`src/hw/rtl/rhm_pkg.sv`:
```
// shared types, codes and constants of the run-hour meter
// no dependencies; used by every module of the block
`default_nettype none

package rhm_pkg;

  // default width of the tick and hour counters
  localparam int COUNT_WIDTH_DEF = 16;

  // field widths
  localparam int TPH_W   = 16;
  localparam int THR_W   = 6;
  localparam int HOURS_W = 16;
  localparam int FRAC_W  = 10;
  localparam int DIGIT_W = 3;
  localparam int HOLD_W  = 7;
  localparam int IDX_W   = 4;
  localparam int NUM_W   = TPH_W + FRAC_W;

  // register indexes on the config port
  localparam logic [1:0] REG_TPH  = 2'd0;
  localparam logic [1:0] REG_CTHR = 2'd1;
  localparam logic [1:0] REG_RTHR = 2'd2;

  // register reset values
  localparam logic [TPH_W-1:0] TPH_RST  = 16'd7200;
  localparam logic [THR_W-1:0] CTHR_RST = 6'd5;
  localparam logic [THR_W-1:0] RTHR_RST = 6'd16;

  // result kinds
  localparam logic [1:0] ACT_TOTALS    = 2'd0;
  localparam logic [1:0] ACT_COUNTDOWN = 2'd1;
  localparam logic [1:0] ACT_BLANK     = 2'd2;

  // saturation points
  localparam logic [HOLD_W-1:0] HOLD_MAX   = 7'd127;
  localparam logic [IDX_W-1:0]  DIGIT_LAST = 4'd11;
  localparam logic [FRAC_W-1:0] FRAC_MAX   = 10'd999;

  // request and response between the control and the divider
  typedef struct packed {
    logic             start;
    logic [TPH_W-1:0] dividend;
    logic [TPH_W-1:0] divisor;
  } div_req_t;

  typedef struct packed {
    logic              done;
    logic [FRAC_W-1:0] quotient;
  } div_rsp_t;

  // countdown digit sequence 5,5,4,4,...,0,0
  function automatic logic [DIGIT_W-1:0] digit_at(input logic [IDX_W-1:0] idx);
    logic [DIGIT_W-1:0] d;
    case (idx)
      4'd0, 4'd1: d = 3'd5;
      4'd2, 4'd3: d = 3'd4;
      4'd4, 4'd5: d = 3'd3;
      4'd6, 4'd7: d = 3'd2;
      4'd8, 4'd9: d = 3'd1;
      default:    d = 3'd0;
    endcase
    return d;
  endfunction

endpackage

`default_nettype wire

```
`src/hw/rtl/rhm_frac_div.sv`:
```
// bit-serial unit for floor(wet * 1000 / ticks_per_hour), quotient below 1000 while wet is below ticks_per_hour
// depends on rhm_pkg for widths and the request/response structs
`default_nettype none

module rhm_frac_div (
  input  wire                 clk,
  input  wire                 rst,
  input  rhm_pkg::div_req_t   req,
  output rhm_pkg::div_rsp_t   rsp
);

  localparam int DW    = rhm_pkg::TPH_W;
  localparam int FW    = rhm_pkg::FRAC_W;
  localparam int NW    = rhm_pkg::NUM_W;
  localparam int CNT_W = $clog2(NW + 1);
  localparam int PW    = DW + 5;

  localparam logic [1:0] D_IDLE = 2'd0;
  localparam logic [1:0] D_LOAD = 2'd1;
  localparam logic [1:0] D_RUN  = 2'd2;
  localparam logic [1:0] D_DONE = 2'd3;

  logic [1:0]       state;
  logic [DW-1:0]    dvd;
  logic [DW-1:0]    dvs;
  logic [PW-1:0]    p24;
  logic [NW-1:0]    num;
  logic [DW-1:0]    rem;
  logic [FW-1:0]    quo;
  logic [CNT_W-1:0] cnt;

  logic [DW:0] trial;
  logic [DW:0] diff;
  logic        ge;

  // one restoring step: bring down the next dividend bit
  always_comb begin
    trial = {rem, num[NW-1]};
    diff  = trial - {1'b0, dvs};
    ge    = (trial >= {1'b0, dvs});
  end

  always_ff @(posedge clk) begin
    if (rst) begin
      state <= D_IDLE;
    end else begin
      unique case (state)
        D_IDLE: begin
          if (req.start) begin
            dvd   <= req.dividend;
            dvs   <= req.divisor;
            // wet * 24, to be taken from wet * 1024
            p24   <= {1'b0, req.dividend, 4'b0} + {2'b0, req.dividend, 3'b0};
            state <= D_LOAD;
          end
        end
        D_LOAD: begin
          num   <= {dvd, {FW{1'b0}}} - {{(NW - PW){1'b0}}, p24};
          rem   <= '0;
          cnt   <= CNT_W'(NW);
          state <= D_RUN;
        end
        D_RUN: begin
          rem <= ge ? diff[DW-1:0] : trial[DW-1:0];
          num <= {num[NW-2:0], 1'b0};
          quo <= {quo[FW-2:0], ge};
          cnt <= cnt - 1'b1;
          if (cnt == CNT_W'(1)) begin
            state <= D_DONE;
          end
        end
        D_DONE: begin
          state <= D_IDLE;
        end
        default: begin
          state <= D_IDLE;
        end
      endcase
    end
  end

  assign rsp.done     = (state == D_DONE);
  assign rsp.quotient = quo;

endmodule

`default_nettype wire

```
`src/hw/rtl/run_hour_meter_with_hold_reset.sv`:
```
// run-hour meter with press-and-hold reset, top level
// depends on rhm_pkg and rhm_frac_div
`default_nettype none

// One input beat is one half-second tick. Its results (countdown digit, blank,
// totals, in that order, last one flagged with tlast) leave through a one-beat
// output register, one per cycle when the sink is ready and, for totals, once
// the quotient is back. The next tick is taken only after every result of the
// last one is loaded. A tick with a press waits on the thousandths, which
// come from a bit-serial divider that takes a start step, a multiply step and
// 26 one-bit restoring steps, one for each bit of wet_ticks * 1000.
module run_hour_meter_with_hold_reset #(
  parameter int COUNT_WIDTH = rhm_pkg::COUNT_WIDTH_DEF
) (
  input  wire         clk,
  input  wire         rst,
  // config write port
  input  wire         cfg_we,
  input  wire  [1:0]  cfg_addr,
  input  wire  [15:0] cfg_wdata,
  // tick input
  input  wire         s_axis_tvalid,
  output logic        s_axis_tready,
  input  wire  [7:0]  s_axis_tdata,   // [0] water_present, [1] button_held, [2] button_pressed
  // result output
  output logic        m_axis_tvalid,
  input  wire         m_axis_tready,
  output logic [31:0] m_axis_tdata,   // [15:0] hours_total, [25:16] thousandths,
                                      // [28:26] countdown_digit
  output logic [1:0]  m_axis_tuser,   // [1:0] action
  output logic        m_axis_tlast
);

  localparam int TW = rhm_pkg::TPH_W;
  localparam int CW = COUNT_WIDTH;
  localparam int HW = rhm_pkg::HOLD_W;
  localparam int IW = rhm_pkg::IDX_W;
  localparam int FW = rhm_pkg::FRAC_W;
  localparam int DW = rhm_pkg::DIGIT_W;
  localparam int OW = rhm_pkg::HOURS_W;

  localparam logic S_IDLE = 1'b0;
  localparam logic S_EMIT = 1'b1;

  // config registers
  logic [TW-1:0]                tph;
  logic [rhm_pkg::THR_W-1:0]    cthr;
  logic [rhm_pkg::THR_W-1:0]    rthr;

  // meter state
  logic [CW-1:0] wet;
  logic [CW-1:0] hour;
  logic          holding;
  logic [HW-1:0] hold_ticks;
  logic [IW-1:0] cidx;

  // sequencing
  logic          state;
  logic          pend_cd;
  logic          pend_blank;
  logic          pend_tot;
  logic          frac_ready;
  logic [FW-1:0] frac_q;
  logic [DW-1:0] cd_digit;
  logic          div_go;

  // output register
  logic [1:0]    o_action;
  logic [OW-1:0] o_hours;
  logic [FW-1:0] o_frac;
  logic [DW-1:0] o_digit;

  rhm_pkg::div_req_t div_req;
  rhm_pkg::div_rsp_t div_rsp;

  // input decode
  logic in_fire;
  logic water;
  logic held;
  logic pressed;

  assign s_axis_tready = (state == S_IDLE);
  assign in_fire       = s_axis_tvalid && s_axis_tready;
  assign water         = s_axis_tdata[0];
  assign held          = s_axis_tdata[1];
  assign pressed       = s_axis_tdata[2];

  // widened copies for compares against the 16-bit register
  logic [CW+TW-1:0] wet_ext;
  logic [CW+TW-1:0] hour_ext;
  logic [CW+TW-1:0] tph_ext;
  logic [CW-1:0]    wet_inc;
  logic [CW+TW-1:0] wet_inc_ext;

  assign wet_ext     = {{TW{1'b0}}, wet};
  assign hour_ext    = {{TW{1'b0}}, hour};
  assign tph_ext     = {{CW{1'b0}}, tph};
  assign wet_inc     = wet + 1'b1;
  assign wet_inc_ext = {{TW{1'b0}}, wet_inc};

  // water count and hour roll
  logic          roll;
  logic [CW-1:0] wet_upd;
  logic [CW-1:0] hour_upd;

  assign roll     = water && (wet_inc_ext >= tph_ext);
  assign wet_upd  = !water ? wet : (roll ? '0 : wet_inc);
  assign hour_upd = roll ? hour + 1'b1 : hour;

  // hold tracking
  logic          hold_act;
  logic [HW-1:0] ht_inc;
  logic          show_cd;
  logic          do_clear;
  logic          show_blank;
  logic [IW-1:0] cidx_inc;

  assign hold_act   = holding && held;
  assign ht_inc     = (hold_ticks != rhm_pkg::HOLD_MAX) ? hold_ticks + 1'b1 : hold_ticks;
  assign show_cd    = hold_act && (ht_inc > {1'b0, cthr});
  assign do_clear   = hold_act && (ht_inc > {1'b0, rthr});
  assign show_blank = holding && (!held || do_clear);
  assign cidx_inc   = (cidx < rhm_pkg::DIGIT_LAST) ? cidx + 1'b1 : cidx;

  // thousandths selection for the totals beat
  logic          wet_sat;
  logic [FW-1:0] frac_sel;

  assign wet_sat  = (wet_ext >= tph_ext);
  assign frac_sel = (tph == '0) ? '0 : (wet_sat ? rhm_pkg::FRAC_MAX : frac_q);

  // divider
  assign div_req.start    = div_go;
  assign div_req.dividend = wet_ext[TW-1:0];
  assign div_req.divisor  = tph;

  rhm_frac_div u_div (
    .clk (clk),
    .rst (rst),
    .req (div_req),
    .rsp (div_rsp)
  );

  logic slot_free;
  logic any_pend;

  assign slot_free = !m_axis_tvalid || m_axis_tready;
  assign any_pend  = pend_cd || pend_blank || pend_tot;

  // config, state update and result sequencing
  always_ff @(posedge clk) begin
    if (rst) begin
      tph           <= rhm_pkg::TPH_RST;
      cthr          <= rhm_pkg::CTHR_RST;
      rthr          <= rhm_pkg::RTHR_RST;
      wet           <= '0;
      hour          <= '0;
      holding       <= 1'b0;
      hold_ticks    <= '0;
      cidx          <= '0;
      state         <= S_IDLE;
      pend_cd       <= 1'b0;
      pend_blank    <= 1'b0;
      pend_tot      <= 1'b0;
      frac_ready    <= 1'b0;
      div_go        <= 1'b0;
      m_axis_tvalid <= 1'b0;
    end else begin
      // config writes
      if (cfg_we) begin
        unique case (cfg_addr)
          rhm_pkg::REG_TPH:  tph  <= cfg_wdata;
          rhm_pkg::REG_CTHR: cthr <= cfg_wdata[rhm_pkg::THR_W-1:0];
          rhm_pkg::REG_RTHR: rthr <= cfg_wdata[rhm_pkg::THR_W-1:0];
          default: ;
        endcase
      end

      div_go <= 1'b0;

      // tick accepted: update counts, queue its results
      if (in_fire) begin
        wet  <= do_clear ? '0 : wet_upd;
        hour <= do_clear ? '0 : hour_upd;
        if (pressed) begin
          holding <= 1'b1;
        end else if (show_blank) begin
          holding <= 1'b0;
        end
        if (show_blank) begin
          hold_ticks <= '0;
          cidx       <= '0;
        end else if (hold_act) begin
          hold_ticks <= ht_inc;
          if (show_cd) begin
            cidx <= cidx_inc;
          end
        end
        pend_cd    <= show_cd;
        cd_digit   <= rhm_pkg::digit_at(cidx);
        pend_blank <= show_blank;
        pend_tot   <= pressed;
        frac_ready <= 1'b0;
        div_go     <= pressed;
        state      <= S_EMIT;
      end

      // quotient back from the divider
      if (div_rsp.done) begin
        frac_q     <= div_rsp.quotient;
        frac_ready <= 1'b1;
      end

      // output beat taken
      if (m_axis_tvalid && m_axis_tready) begin
        m_axis_tvalid <= 1'b0;
      end

      // load the next result beat in order
      if (state == S_EMIT) begin
        if (!any_pend) begin
          state <= S_IDLE;
        end else if (slot_free) begin
          if (pend_cd) begin
            o_action      <= rhm_pkg::ACT_COUNTDOWN;
            o_hours       <= '0;
            o_frac        <= '0;
            o_digit       <= cd_digit;
            m_axis_tlast  <= !pend_blank && !pend_tot;
            m_axis_tvalid <= 1'b1;
            pend_cd       <= 1'b0;
          end else if (pend_blank) begin
            o_action      <= rhm_pkg::ACT_BLANK;
            o_hours       <= '0;
            o_frac        <= '0;
            o_digit       <= '0;
            m_axis_tlast  <= !pend_tot;
            m_axis_tvalid <= 1'b1;
            pend_blank    <= 1'b0;
          end else if (frac_ready) begin
            o_action      <= rhm_pkg::ACT_TOTALS;
            o_hours       <= hour_ext[OW-1:0];
            o_frac        <= frac_sel;
            o_digit       <= '0;
            m_axis_tlast  <= 1'b1;
            m_axis_tvalid <= 1'b1;
            pend_tot      <= 1'b0;
          end
        end
      end
    end
  end

  assign m_axis_tdata = {3'b000, o_digit, o_frac, o_hours};
  assign m_axis_tuser = o_action;

endmodule

`default_nettype wire

```
`config.mk`:
```
export PLATFORM = sky130hd
export DESIGN_NAME = run_hour_meter_with_hold_reset
export DESIGN_NICKNAME = d
export VERILOG_FILES = /design/src/hw/rtl/rhm_pkg.sv /design/src/hw/rtl/rhm_frac_div.sv /design/src/hw/rtl/run_hour_meter_with_hold_reset.sv
export SDC_FILE = /design/constraint.sdc
export NUM_CORES = 1
export LEC_CHECK = 0
export BUFFER_PORTS_ARGS = -buffer_cell sky130_fd_sc_hd__buf_2
export CORE_ASPECT_RATIO = 0.75
export CORE_MARGIN = 3
export CORE_UTILIZATION = 65
export CTS_CLUSTER_DIAMETER = 100
export DETAILED_ROUTE_END_ITERATION = 10
export PLACE_DENSITY = 0.84
export SLEW_MARGIN = 20
export SYNTH_ARGS = -nofsm -noshare
export SYNTH_HDL_FRONTEND = slang
export SYNTH_SLANG_ARGS = --single-unit
```
`constraint.sdc`:
```
create_clock -name clk -period 5.4 [get_ports clk]
set_input_delay 0 -clock clk [delete_from_list [all_inputs] [get_ports clk]]
set_output_delay 0 -clock clk [all_outputs]
set_load 0.03 [all_outputs]
```
# ---- After elaboration in Yosys (flattened, before gate mapping)
# Memory sizes are Yosys's and may differ from the RTL's. A register that Yosys moved wholly into a read port is not among the register bits.
# Index checks and enable logic that the tools add are counted.
dict set report word_totals {
  register_bits 233
  latchBits 0
  ram_bits 0
  mem_bits_ro 48
  in_bits 31
  n_memories 1
}
# name words word_bits read_ports rd_clocked_by_memory_dff write_ports line_no
set memory_table {}
lappend memory_table {{(no name shown)} 16 3 1 1 0 rhm_pkg.sv:55} ;# case (idx)
dict set report classes {
  add_sub_neg 8
  multipliers 0
  n_div 0
  n_lt_le_gt_ge 6
  eq_ne 9
  n_shift 0
  n_mux 63
  bitwise_logic 3
  reduce_logical 45
}
# op n
set op_table {}
lappend op_table {{16-bit 2-to-1 mux} 7}
lappend op_table {{26-bit one-hot mux with 2 select lines} 1}
lappend op_table {{1-bit 2-to-1 mux} 35}
lappend op_table {{16-bit by 1-bit adder with 16-bit output (second input constant)} 2}
lappend op_table {{16-bit >= comparator} 2}
lappend op_table {{16-bit one-hot mux with 2 select lines} 1}
lappend op_table {{10-bit 2-to-1 mux} 3}
lappend op_table {{26-bit by 21-bit subtractor with 26-bit output} 1}
lappend op_table {{2-bit AND reduction} 12}
lappend op_table {{20-bit by 19-bit adder with 21-bit output} 1}
lappend op_table {{7-bit 2-to-1 mux} 3}
lappend op_table {{17-bit by 16-bit >= comparator with 1-bit output} 1}
lappend op_table {{16-bit zero test} 1}
lappend op_table {{4-bit 2-to-1 mux} 4}
lappend op_table {{2-bit nonzero test} 8}
lappend op_table {{16-bit subtractor} 1}
lappend op_table {{7-bit by 6-bit > comparator with 1-bit output} 2}
lappend op_table {{5-bit one-hot mux with 2 select lines} 1}
lappend op_table {{3-bit 2-to-1 mux} 3}
lappend op_table {{1-bit logical AND} 8}
lappend op_table {{2-bit 2-to-1 mux} 4}
lappend op_table {{2-bit one-hot mux with 4 select lines} 1}
lappend op_table {{7-bit by 1-bit adder with 7-bit output (second input constant)} 1}
lappend op_table {{7-bit != test (second input constant)} 1}
lappend op_table {{other kinds (17)} 30}

# ---- Longest topological paths before layout
# Gate-level depths: netlist of the first run.
dict set report logic_depth {
  depth_word 12
  depth_mapped 16
  ltp_nobuf 14
}

# ---- Hierarchy
# Synthesis of the first run repeated with hierarchy kept, for this count alone.
dict set report hier_totals {
  cells_unflattened 1198
  hier_area_um2 12517.0
}
# module instances cells_each area_per_inst_um2 seq_area_each_um2
set by_module_without_submodules {}
lappend by_module_without_submodules {run_hour_meter_with_hold_reset 1 650 6361.1 2932.8}
lappend by_module_without_submodules {rhm_frac_div 1 548 6155.9 3133.0}

# ---- Worst setup path after synthesis of the first run
# OpenSTA, ideal clock, no wires.
dict set report synth_path {
  path_kind {register to register}
  from {register pend_cd}
  to {register m_axis_tlast, enable pin}
  setup_time_ps 468
  arrival_ps 3113
  required_time_ps 4932
  path_slack_ps 1819
  path_stages_with_launch 5
  path_buffers 1
  synth_period_minus_slack_ps 3581
  cell_sequence {dfxtp_1 -> clkbuf_1 -> nor2_1 -> nand2_1 -> nor3b_1}
}
dict set report synth_via {
  elab_chain_len 3
  elab_cells_between_ends 4
  classes_between {reduce/logical: 4}
}
# item line_no
set synth_lines {}
lappend synth_lines {{from (decl)} run_hour_meter_with_hold_reset.sv:59} ;# logic pend_cd;
lappend synth_lines {{from (signal assigned)} run_hour_meter_with_hold_reset.sv:199} ;# pend_cd <= show_cd;
lappend synth_lines {{1-bit logical OR (2 in a row)} run_hour_meter_with_hold_reset.sv:148} ;# assign any_pend = pend_cd || pend_blank || pend_tot;
lappend synth_lines {{5-bit AND reduction (no line) *} -}
lappend synth_lines {{to (signal assigned)} run_hour_meter_with_hold_reset.sv:229} ;# m_axis_tlast <= !pend_blank && !pend_tot;
lappend synth_lines {{to (signal assigned)} run_hour_meter_with_hold_reset.sv:237} ;# m_axis_tlast <= !pend_tot;
lappend synth_lines {{to (decl)} run_hour_meter_with_hold_reset.sv:31} ;# output logic m_axis_tlast
# Mark *: on every way between the ends. The rest lies on a longest branch, timed or not.
# A chain may end at the register's enable or synchronous reset.

# ---- Worst setup path in the final report of the first run
dict set report layout_path {
  from {register wet[3]}
  to {register wet[9]}
}
dict set report layout_via {
  elab_chain_len 6
}
# item line_no
set layout_lines {}
lappend layout_lines {{from (decl)} run_hour_meter_with_hold_reset.sv:51} ;# logic [CW-1:0] wet;
lappend layout_lines {{from (signal assigned)} run_hour_meter_with_hold_reset.sv:183} ;# wet <= do_clear ? '0 : wet_upd;
lappend layout_lines {{16-bit by 1-bit adder with 16-bit output *} run_hour_meter_with_hold_reset.sv:98} ;# assign wet_inc = wet + 1'b1;
lappend layout_lines {{16-bit >= comparator} run_hour_meter_with_hold_reset.sv:106} ;# assign roll = water && (wet_inc_ext >= tph_ext);
lappend layout_lines {{1-bit logical AND} run_hour_meter_with_hold_reset.sv:106}
lappend layout_lines {{16-bit 2-to-1 mux * (2 in a row)} run_hour_meter_with_hold_reset.sv:107} ;# assign wet_upd = !water ? wet : (roll ? '0 : wet_inc);
lappend layout_lines {{16-bit 2-to-1 mux *} run_hour_meter_with_hold_reset.sv:183}
# Mark *: on every way between the ends. The rest lies on a longest branch, timed or not. The select of a mux whose other input is x is not followed.

==> impl_metrics.py, run 1 <==
metrics = {
    "layout": {
        "ff_latch_area_sq_mm": 0.006066,
        "fillerInstances": 1248,
        "final_common_cell": "edfxtp_1",
        "antenna-diode-count": 0,
        "drive_above_1_share_pct": 9.499,
        "finalNetCount": 1452,
        "area.growth.synth_to_final_pct": 11.35,
        "final_cell_mix": "edfxtp_1 (148), nand2_1 (106), ha_1 (97), nor2_1 (90), dfxtp_1 (81)",
        "multiInputGateArea_sq_mm": 0.006251,
        "final_core_util_pct": 75.35,
    },
    "clock_network": {
        "cts-root-to-sink-buffers": 3,
        "clk-insertion-delay-late_ns": 0.51,
        "post-cts-setup-buffers": 0,
        "tritoncts": "built",
        "cts_made_buffers": 22,
        "post_cts_hold_buffer_count": 31,
        "clock-root-buffer": "clkbuf_16",
        "cts.sinks": 229,
        "cts_resized": 0,
        "clock_tree.htree_level_count": 1,
        "worst_setup_hold_path_clk_slew_ns": 0.07,
    },
    "yosys": {
        "synth_top_flop_cell": "edfxtp_1",
        "netlist-cell-type-count": 84,
        "asyncSetResetFlopFracSynth_pct": 0,
        "synth_area_per_cell_sq_um": 10.26,
        "synth-edff-count": 148,
        "ys_seq_area_share_pct": 47.46,
        "ys_seq_elements": 229,
        "number_of_cells_produced_by_synthesis": 1245,
        "ys_warn_count": 0,
        "post_synth_instance_area_sq_mm": 0.01278,
    },
    "worst_setup_path": {
        "crit_end": "wet[9]$_SDFFE_PP0P_",
        "worst_setup_path_start_kind": "register",
        "critPathTopFamily": "simple AND/OR/NAND/NOR gates",
        "worstSetupPathDepth": 15,
        "worst_r2r_endpoint": "wet[9]$_SDFFE_PP0P_",
        "setup.worst_path.class": "reg2reg",
        "critical-path-slowest-cell": "dfxtp_1",
        "endpoint_kind": "register",
        "ff2ff_path_depth": 15,
        "crit_buf_inv": 1,
        "worst_ep_required_time_ns": 5.79,
        "crit_path_max_incr_delay_ns": 0.48,
        "crit_chain": "ha_1 > nand3_1 > nor2_1 > nand3_1 > and2_1 > or2_2 > ha_1 > a21o_1 > a21o_1 > a21oi_1 > o22a_1 > and2_1 > buf_4 > nand2_1 > o41ai_1",
        "rr_startpoint": "wet[3]$_SDFFE_PP0P_",
        "cp-startpoint": "wet[3]$_SDFFE_PP0P_",
        "r2r_slack_ns": 0.93,
        "worstPathArrival_ns": 4.86,
        "worstPathMaxFanout": 27,
    },
    "floorplanning": {
        "floorplan.initialDensity_pct": 67.67,
        "die_y_microns": 127.4,
        "pin_count": 68,
        "floorplan.core_area_sq_mm": 0.01888,
        "die_w_microns": 167.9,
        "overall_die_area_sq_mm": 0.02140,
        "row_count": 43,
    },
    "timing": {
        "unrepaired_setup_endpoints_after_global_routing": "no",
        "fin_setup_tns_ns": 0,
        "max_freq_ghz": 0.2239,
        "slew-limit-headroom_pct": 39.32,
        "final-setup-viol-count": 0,
        "finClkSkew_ns": 0.01164,
        "report.final.hold_viol_count": 1,
        "finalWorstSetupSlack_ns": 0.9328,
        "worst_tran_pin_value_ns": 0.9083,
        "finalWorstPathRequiredPeriod_ns": 4.467,
        "layout_worst_path_cycle_share_pct": 82.73,
        "timing_max_transition_violations_final": 0,
        "hold_ws_ns": -0.006087,
    },
    "global_routing": {
        "grt_start_max_net_pins": 73,
        "grt_overflow_total": 0,
        "number_of_global_route_vias_before_repair": 9300,
        "grt_pass1_wl_microns": 46670,
        "number_of_antenna_violations_at_the_first_check_in_global_routing": 0,
        "groute.usage.overall_pct": 26.37,
    },
    "drt": {
        "detailroute.via_count": 9743,
        "number_of_search_and_repair_iterations_in_the_first_detailed_routing_pass": 5,
        "met1_length_microns": 12830,
        "initialDrtViolationCount": 959,
        "routed_wl_microns": 28660,
        "viasPerCell": 6.151,
        "met2_wl_post_dr_microns": 13380,
        "drcViolationCount": 0,
        "highest-signal-layer": "met4",
        "routed_length_on_met3_microns": 1801,
        "route.antenna.remaining_nets": 0,
        "wire_per_inst_microns": 18.09,
    },
    "place": {
        "hpwlAfterDp_microns": 19430,
        "place.gp.congestion": 0.9019,
        "port_buffers": 59,
        "dpl_worst_slack_ns": 1.083,
    },
    "flow_run": {
        "maxcap_viol_count": 0,
    },
    "worst_hold_path": {
        "hold_class": "in2reg",
    },
    "status": {
        "status": "finished, violations left",
        "violations_in_the_final_reports": "hold timing",
    },
    "power": {
        "post-layout-total-power_mw": 4.351,
        "max-vdd-ir-drop_v": 0.0003397,
        "power_leakage_nw": 5.560,
        "pwr_dens_mw_per_mm2": 305.8,
    },
}
[kinds of logic after synthesis]
family	synth area share, %
adder cells (fa/ha/maj)	9.908
XOR/XNOR	4.181
AO/OA/AOI/OAI	14.16
other	0.02934
flip-flops	47.46
buffers and inverters	3.985
AND/OR/NAND/NOR	17.35
multiplexers	2.927
[cell usage after synthesis, drive strengths merged (10+ instances only)]
cell | instances | area share, %
xnor2 | 43 | 2.9
dfxtp | 81 | 13
or3b | 12 | 0.82
mux2i | 34 | 2.7
ha | 98 | 9.6
o21a | 21 | 1.2
and2 | 28 | 1.4
xor2 | 18 | 1.2
nand2 | 107 | 3.2
a32oi | 11 | 0.75
nor2b | 24 | 1.2
o21ai | 50 | 2.1
buf | 19 | 0.90
a21o | 28 | 1.7
nand3b | 15 | 0.88
edfxtp | 148 | 35
nand4 | 26 | 1.3
nor2 | 91 | 2.7
a21oi | 76 | 3.0
nand2b | 15 | 0.73
o31a | 11 | 0.75
and3 | 10 | 0.49
nand3 | 31 | 1.2
nor3 | 29 | 1.2
a211oi | 14 | 0.94
inv | 76 | 2.2
clkbuf | 28 | 0.82
[worst min-delay path by stage]
stage | startpoint | endpoint | slack [ns] | cells past startpoint
global route | cfg_addr[0] | tph[3]$_SDFFE_PP0P_ | 0.01 | 4
finish | cfg_addr[0] | tph[3]$_SDFFE_PP0P_ | -0.006 | 4
global placement | cfg_wdata[12] | tph[12]$_SDFFE_PP1P_ | 0.22 | 2
floorplan | cfg_wdata[10] | tph[10]$_SDFFE_PP1P_ | 0.12 | 1
CTS | cfg_addr[0] | tph[3]$_SDFFE_PP0P_ | 0.003 | 4
detailed placement | cfg_wdata[11] | tph[11]$_SDFFE_PP1P_ | 0.23 | 2
[final cells by class]
| type | instances | share of cell area [%] |
|---|---|---|
| Tap cell | 247 | 2.172 |
| Timing Repair Buffer | 97 | 4.625 |
| Clock buffer | 34 | 4.405 |
| Clock inverter | 6 | 0.2110 |
| Sequential cell | 229 | 42.63 |
| Inverter | 77 | 2.031 |
| Multi-Input combinational cell | 894 | 43.93 |
[power breakdown]
group / leakage [nW] / internal, mW / switching [mW]
clock network: 0.319 / 0.800 / 0.640
logic: 3.28 / 0.312 / 0.485
registers: 1.96 / 2.04 / 0.0712
total: 5.56 / 3.16 / 1.20
[metal layers]
metal / vias to the layer above / track usage [%]
li1: 4681 / -
met1: 4693 / 37.83
met2: 316 / 42.83
met3: 53 / 3.681
met4: 0 / 6.782
met5: - / 0
[per-stage QoR]
step / std cells / cell area, sq um / hold WS, ns
after floorplan: 1247 / 12790 / 0.1178
after global placement: 1513 / 13250 / 0.2152
after detailed placement: 1513 / 13250 / 0.2252
after global routing: 1584 / 14230 / 0.01071
final: 1584 / 14230 / -0.006087
after CTS: 1584 / 14210 / 0.002555
[worst min-delay path: stages]
cell and delay [ns]:
buf_2 0.13, nor3b_4 0.11, nand2_1 0.10, a21oi_1 0.08
[state kept, by name, indices dropped and copies added (netlist names), 16 cells and up]
signal	flops
u_div.num	23
u_div.p24	17
hour	16
o_hours	16
tph	16
u_div.dvd	16
u_div.dvs	16
u_div.rem	16
wet	16
Note: power is estimated with default switching activity, not from simulation.
==> run 2, diff against run 1 <==
Settings changed: CORE_UTILIZATION 65 to 62, PLACE_DENSITY 0.84 to 0.81.
Clock period 5.4 ns to 4.42 ns, I/O delays scaled along.
==> impl_metrics.py, run 2 (synthesized netlist as in run 1, its figures left out) <==
metrics = {
    "status": {
        "status": "finished, final reports clean",
    },
    "layout": {
        "antenna-diode-count": 0,
        "finish.cell_count_without_fillers": 1596,
        "top_register": "u_div.num",
        "final_cell_mix": "edfxtp_1 (148), nand2_1 (106), ha_1 (97), nor2_1 (90), dfxtp_1 (81)",
        "area.growth.synth_to_final_pct": 12.60,
        "drive_above_1_share_pct": 10.20,
        "final_common_cell": "edfxtp_1",
        "top_registers": "u_div.num x23, u_div.p24 x17",
        "finalNetCount": 1459,
        "largest_register_ff_count": 23,
    },
    "worst_setup_path": {
        "worst_ep_required_time_ns": 4.85,
        "endpoint_kind": "register",
        "worstPathArrival_ns": 4.51,
        "worstPathMaxFanout": 38,
        "setup.worst_path.class": "reg2reg",
        "worst_setup_path_start_kind": "register",
    },
    "clock_network": {
        "worst_setup_hold_path_clk_slew_ns": 0.06,
        "clock-root-buffer": "clkbuf_16",
        "clk-insertion-delay-late_ns": 0.52,
        "clock_tree.htree_level_count": 1,
        "cts_made_buffers": 23,
        "cts-root-to-sink-buffers": 3,
        "cts_resized": 0,
        "cts.sinks": 229,
        "tritoncts": "built",
    },
    "drt": {
        "viasPerCell": 6.034,
        "detailroute.via_count": 9631,
        "route.antenna.remaining_nets": 0,
        "initialDrtViolationCount": 709,
        "number_of_search_and_repair_iterations_in_the_first_detailed_routing_pass": 5,
        "routed_wl_microns": 28940,
        "wire_per_inst_microns": 18.13,
        "drcViolationCount": 0,
    },
    "worst_hold_path": {
        "hold_class": "in2reg",
    },
    "timing": {
        "layout_worst_path_cycle_share_pct": 92.39,
        "report.final.hold_viol_count": 0,
        "final-setup-viol-count": 0,
        "fin_setup_tns_ns": 0,
        "unrepaired_setup_endpoints_after_global_routing": "no",
        "slew-limit-headroom_pct": 34.29,
        "finClkSkew_ns": 0.02001,
        "timing_max_transition_violations_final": 0,
        "worst_tran_pin_value_ns": 0.9856,
        "finalWorstPathRequiredPeriod_ns": 4.084,
        "max_freq_ghz": 0.2449,
    },
    "floorplanning": {
        "die_y_microns": 130.3,
        "row_count": 44,
        "pin_count": 68,
        "overall_die_area_sq_mm": 0.02239,
        "die_w_microns": 171.8,
        "floorplan.core_area_sq_mm": 0.01976,
        "floorplan.initialDensity_pct": 64.66,
    },
    "place": {
        "placed_cells_incl_taps": 1522,
        "port_buffers": 59,
        "hpwlAfterDp_microns": 19530,
        "place.gp.congestion": 0.8847,
    },
    "power": {
        "power_leakage_nw": 5.634,
        "max-vdd-ir-drop_v": 0.0003345,
        "pwr_dens_mw_per_mm2": 384.3,
    },
    "flow_run": {
        "maxcap_viol_count": 0,
    },
    "global_routing": {
        "grt_start_max_net_pins": 100,
        "grt_overflow_total": 0,
        "number_of_antenna_violations_at_the_first_check_in_global_routing": 0,
        "number_of_global_route_vias_before_repair": 9226,
        "grt_pass1_wl_microns": 46990,
        "groute.usage.overall_pct": 25.95,
    },
}
run 2: changes by cell type in the layout (fill, tap and decap cells not counted):
cell / previous run / this run
clkbuf_1: 10 / 3
dlygate4sd3_1: 31 / 34
clkinv_2: 2 / 5
bufinv_16: 0 / 3
inv_6: 0 / 1
buf_12: 0 / 1
buf_4: 7 / 9
run 2: area by class of cell:
cell class              instances  area, sq um
multi-input cells             894         6251
flip-flops and latches        229         6066
fillers                      1365         5374
repair buffers                103        723.2
clock buffers                  27        600.6
well taps                     253        316.6
inverters                      77        289.0
clock inverters                13        143.9
run 2: final timing paths:
check,startpoint,end,slack [ns],cells after the start
max reg2reg,wet[4]$_SDFFE_PP0P_,wet[0]$_SDFFE_PP0P_,0.34,15
max,wet[4]$_SDFFE_PP0P_,wet[0]$_SDFFE_PP0P_,0.34,15
min,s_axis_tvalid,hour[2]$_SDFFE_PP0P_,0.08,5
min reg2reg,u_div.quo[9]$_DFFE_PP_,frac_q[9]$_DFFE_PP_,0.43,0
run 2: power by group:
group	leakage, nW	internal, mW	total, mW	switching (mW)
combinational	3.30	0.385	0.983	0.598
sequential	1.96	2.50	2.58	0.0871
clock	0.369	1.15	1.96	0.818
total	5.63	4.03	5.53	1.50
run 2: timing repair:
item | 4_1_cts | 5_1_grt
hold buffers | 34 | 0
setup buffers | 0 | 0
hold endpoints to repair | 54 | 0
run 2: critical path: stages (launching register included):
cell and delay, ns:
dfxtp_1 0.50, ha_1 0.35, nand3_1 0.25, nor2_1 0.40, nand3_1 0.17, and2_1 0.20, or2_2 0.30, ha_1 0.29
a21o_1 0.18, a21o_1 0.17, a21oi_1 0.17, o22a_1 0.24, and2_1 0.20, buf_12 0.21, a21oi_2 0.13, nor3_1 0.21
run 2: through the flow:
| stage | util (%) | cell area (sq um) | power [mW] | worst slack, ns | hold WS (ns) |
|---|---|---|---|---|---|
| 3_3_place_gp | 67.23 | 13290 | 3.537 | 0.6233 | 0.2147 |
| 4_1_cts | 72.76 | 14380 | 5.544 | 0.4617 | 0.05185 |
| 3_5_place_dp | 67.27 | 13300 | 3.575 | 0.5104 | 0.2226 |
| 2_1_floorplan | - | 12790 | 3.334 | 0.8390 | 0.1178 |
| 5_1_grt | 72.81 | 14390 | 5.762 | 0.06699 | 0.09434 |
| 6_report | 72.81 | 14390 | 5.530 | 0.3362 | 0.08110 |
run 2: layer usage:
metal	vias up	global-route usage (%)	wire [microns]
li1	4696	-	-
met1	4589	37.45	13390
met2	315	42.02	13190
met3	31	3.937	1892
met4	0	5.819	470
met5	-	0	0
==> run 3, diff against run 2 <==
Settings changed: CORE_UTILIZATION 62 to 56, CTS_BUF_LIST from default to sky130_fd_sc_hd__clkbuf_4 sky130_fd_sc_hd__clkbuf_8 sky130_fd_sc_hd__clkbuf_16, PLACE_DENSITY 0.81 to 0.77, SLEW_MARGIN 20 to 25.
Clock period 4.42 ns to 3.4 ns, I/O delays scaled along.
==> impl_metrics.py, run 3 (synthesized netlist as in run 1, its figures left out) <==
metrics = {
    "worst_setup_path": {
        "worstPathMaxFanout": 19,
        "timing.critical_path.mode_cell": "nand3_1",
        "crit_path_max_incr_delay_ns": 0.36,
        "worstSetupPathDepth": 15,
        "critPathTopFamily": "simple AND/OR/NAND/NOR gates",
        "crit_chain": "ha_1 > nand3_1 > nor2_2 > nand3_1 > and2_1 > or2_2 > ha_1 > and3_1 > nand3_1 > nor3_2 > o31ai_2 > and2_2 > buf_12 > a21oi_1 > mux2i_1",
        "worst_ep_required_time_ns": 3.84,
        "critical-path-slowest-cell": "dfxtp_2",
        "crit_buf_inv": 1,
        "worst_setup_path_start_kind": "register",
        "setup.worst_path.class": "reg2reg",
        "endpoint_kind": "register",
        "ff2ff_path_depth": 15,
        "worstPathArrival_ns": 3.75,
    },
    "worst_hold_path": {
        "hold_depth": 4,
        "hold_class": "in2reg",
    },
    "layout": {
        "largest_register_ff_count": 23,
        "area.growth.synth_to_final_pct": 16.87,
        "top_registers": "u_div.num x23, u_div.p24 x17",
        "drive_above_1_share_pct": 14.47,
        "final_cell_mix": "edfxtp_1 (148), nand2_1 (104), ha_1 (96), nor2_1 (88), inv_1 (76)",
        "top_register": "u_div.num",
        "fillerInstances": 1670,
        "finalNetCount": 1496,
        "antenna-diode-count": 0,
        "finish.cell_count_without_fillers": 1676,
        "final_common_cell": "edfxtp_1",
        "fin_area_sq_mm": 0.01494,
    },
    "place": {
        "placed_cells_incl_taps": 1597,
        "hpwlAfterDp_microns": 20090,
        "port_buffers": 59,
        "dpl_worst_slack_ns": 0.05366,
        "place.gp.congestion": 0.9214,
        "dpl_cell_area_sq_mm": 0.01367,
    },
    "global_routing": {
        "number_of_global_route_vias_before_repair": 9026,
        "groute.usage.overall_pct": 22.62,
        "gr-max-usage-layer": "met2",
        "grt_pass1_wl_microns": 46220,
        "grt_overflow_total": 0,
        "grt_start_max_net_pins": 60,
        "grt_use_met1_pct": 33.44,
        "met3_usage_pct": 3.905,
        "number_of_antenna_violations_at_the_first_check_in_global_routing": 0,
        "globalRouteMet2Util_pct": 35.62,
    },
    "timing": {
        "slew-limit-headroom_pct": 34.55,
        "timing_max_transition_violations_final": 0,
        "layout_worst_path_cycle_share_pct": 97.36,
        "report.final.hold_viol_count": 0,
        "hold_ws_ns": 0.05672,
        "finalWorstPathRequiredPeriod_ns": 3.310,
        "finClkSkew_ns": 0.01458,
        "finalWorstSetupSlack_ns": 0.08964,
        "worst_tran_pin_value_ns": 0.9817,
        "max_freq_ghz": 0.3021,
        "final-setup-viol-count": 0,
    },
    "clock_network": {
        "clk-insertion-delay-late_ns": 0.52,
        "worst_setup_hold_path_clk_slew_ns": 0.07,
        "cts-root-to-sink-buffers": 3,
        "tritoncts": "built",
        "clock_tree.htree_level_count": 1,
        "cts.sinks": 229,
        "clock-root-buffer": "clkbuf_16",
        "cts_made_buffers": 23,
    },
    "drt": {
        "number_of_search_and_repair_iterations_in_the_first_detailed_routing_pass": 5,
        "initialDrtViolationCount": 875,
        "drcViolationCount": 0,
        "viasPerCell": 5.877,
        "routed_wl_microns": 29220,
        "route.antenna.remaining_nets": 0,
        "wire_per_inst_microns": 17.43,
        "detailroute.via_count": 9850,
    },
    "floorplanning": {
        "floorplan.initialDensity_pct": 57.49,
        "floorplan.core_area_sq_mm": 0.02223,
        "row_count": 47,
        "overall_die_area_sq_mm": 0.02469,
        "die_w_microns": 180.4,
        "die_y_microns": 136.8,
        "pin_count": 68,
    },
    "flow_run": {
        "maxcap_viol_count": 0,
    },
    "power": {
        "power_leakage_nw": 5.899,
        "p_int_mw": 5.428,
        "power.sequential.fraction_pct": 45.2,
        "comb_power_share_pct": 18.1,
        "switching_power_mw": 1.988,
        "max-vdd-ir-drop_v": 0.0005186,
        "pwr_dens_mw_per_mm2": 496.5,
        "netSwitchingFraction_pct": 26.80,
        "post-layout-total-power_mw": 7.416,
        "clockPowerShare_pct": 36.7,
    },
    "status": {
        "status": "finished, final reports clean",
    },
}
-- run 3: cell types whose count changed in the layout (fill, tap and decap cells not counted), moves of 3 or more --
cell / delta
buf_12: +5
buf_4: +31
clkbuf_1: -3
dfxtp_1: -12
dfxtp_2: +11
-- run 3: path summary, 6_finish.rpt --
| kind | startpoint | end | slack, ns |
|---|---|---|---|
| setup / recovery | wet[4]$_SDFFE_PP0P_ | hour[9]$_SDFFE_PP0P_ | 0.09 |
| setup reg to reg | wet[4]$_SDFFE_PP0P_ | hour[9]$_SDFFE_PP0P_ | 0.09 |
| hold / removal | cfg_we | tph[2]$_SDFFE_PP0P_ | 0.06 |
| hold reg to reg | u_div.quo[9]$_DFFE_PP_ | frac_q[9]$_DFFE_PP_ | 0.42 |
-- run 3: timing repair --
item	CTS	global route
setup buffers	0	2
resized for setup	0	26
hold buffers	34	0
hold endpoints to repair	37	0
setup endpoints to repair	0	37
-- run 3: power groups by stage --
stage	Clock [mW]	Sequential (mW)	Combinational, mW
6_report	2.72	3.36	1.34
5_1_grt	2.87	3.38	1.49
4_1_cts	2.76	3.35	1.33
3_5_place_dp	0	3.41	1.29
3_3_place_gp	0	3.40	1.26
2_1_floorplan	0	3.39	0.948
-- run 3: layer usage --
| layer | vias up | share of wire [%] |
|---|---|---|
| met5 | - | 0 |
| met4 | 0 | 1.4 |
| met3 | 38 | 6.5 |
| met2 | 307 | 45 |
| met1 | 4716 | 48 |
| li1 | 4789 | - |
-- run 3: layout make-up --
type	instances	area, sq um	share of cell area, %
multi-input cells	894	6306	42.22
flip-flops and latches	229	6083	40.73
repair buffers	140	1081	7.238
clock buffers	24	583.1	3.904
well taps	294	367.9	2.463
inverters	77	289.0	1.935
clock inverters	18	225.2	1.508
-- run 3: per-stage QoR --
| step | TNS [ns] | util (%) |
|---|---|---|
| final | 0 | 67.19 |
| after global routing | -0.1303 | 67.19 |
| after CTS | 0 | 66.64 |
| after floorplan | 0 | - |
| after global placement | 0 | 61.48 |
| after detailed placement | 0 | 61.48 |
-- run 3: tightest hold or removal path: stages --
cell	delay (ns)
buf_2	0.12
nor3b_4	0.21
nand2_1	0.12
a21oi_1	0.07
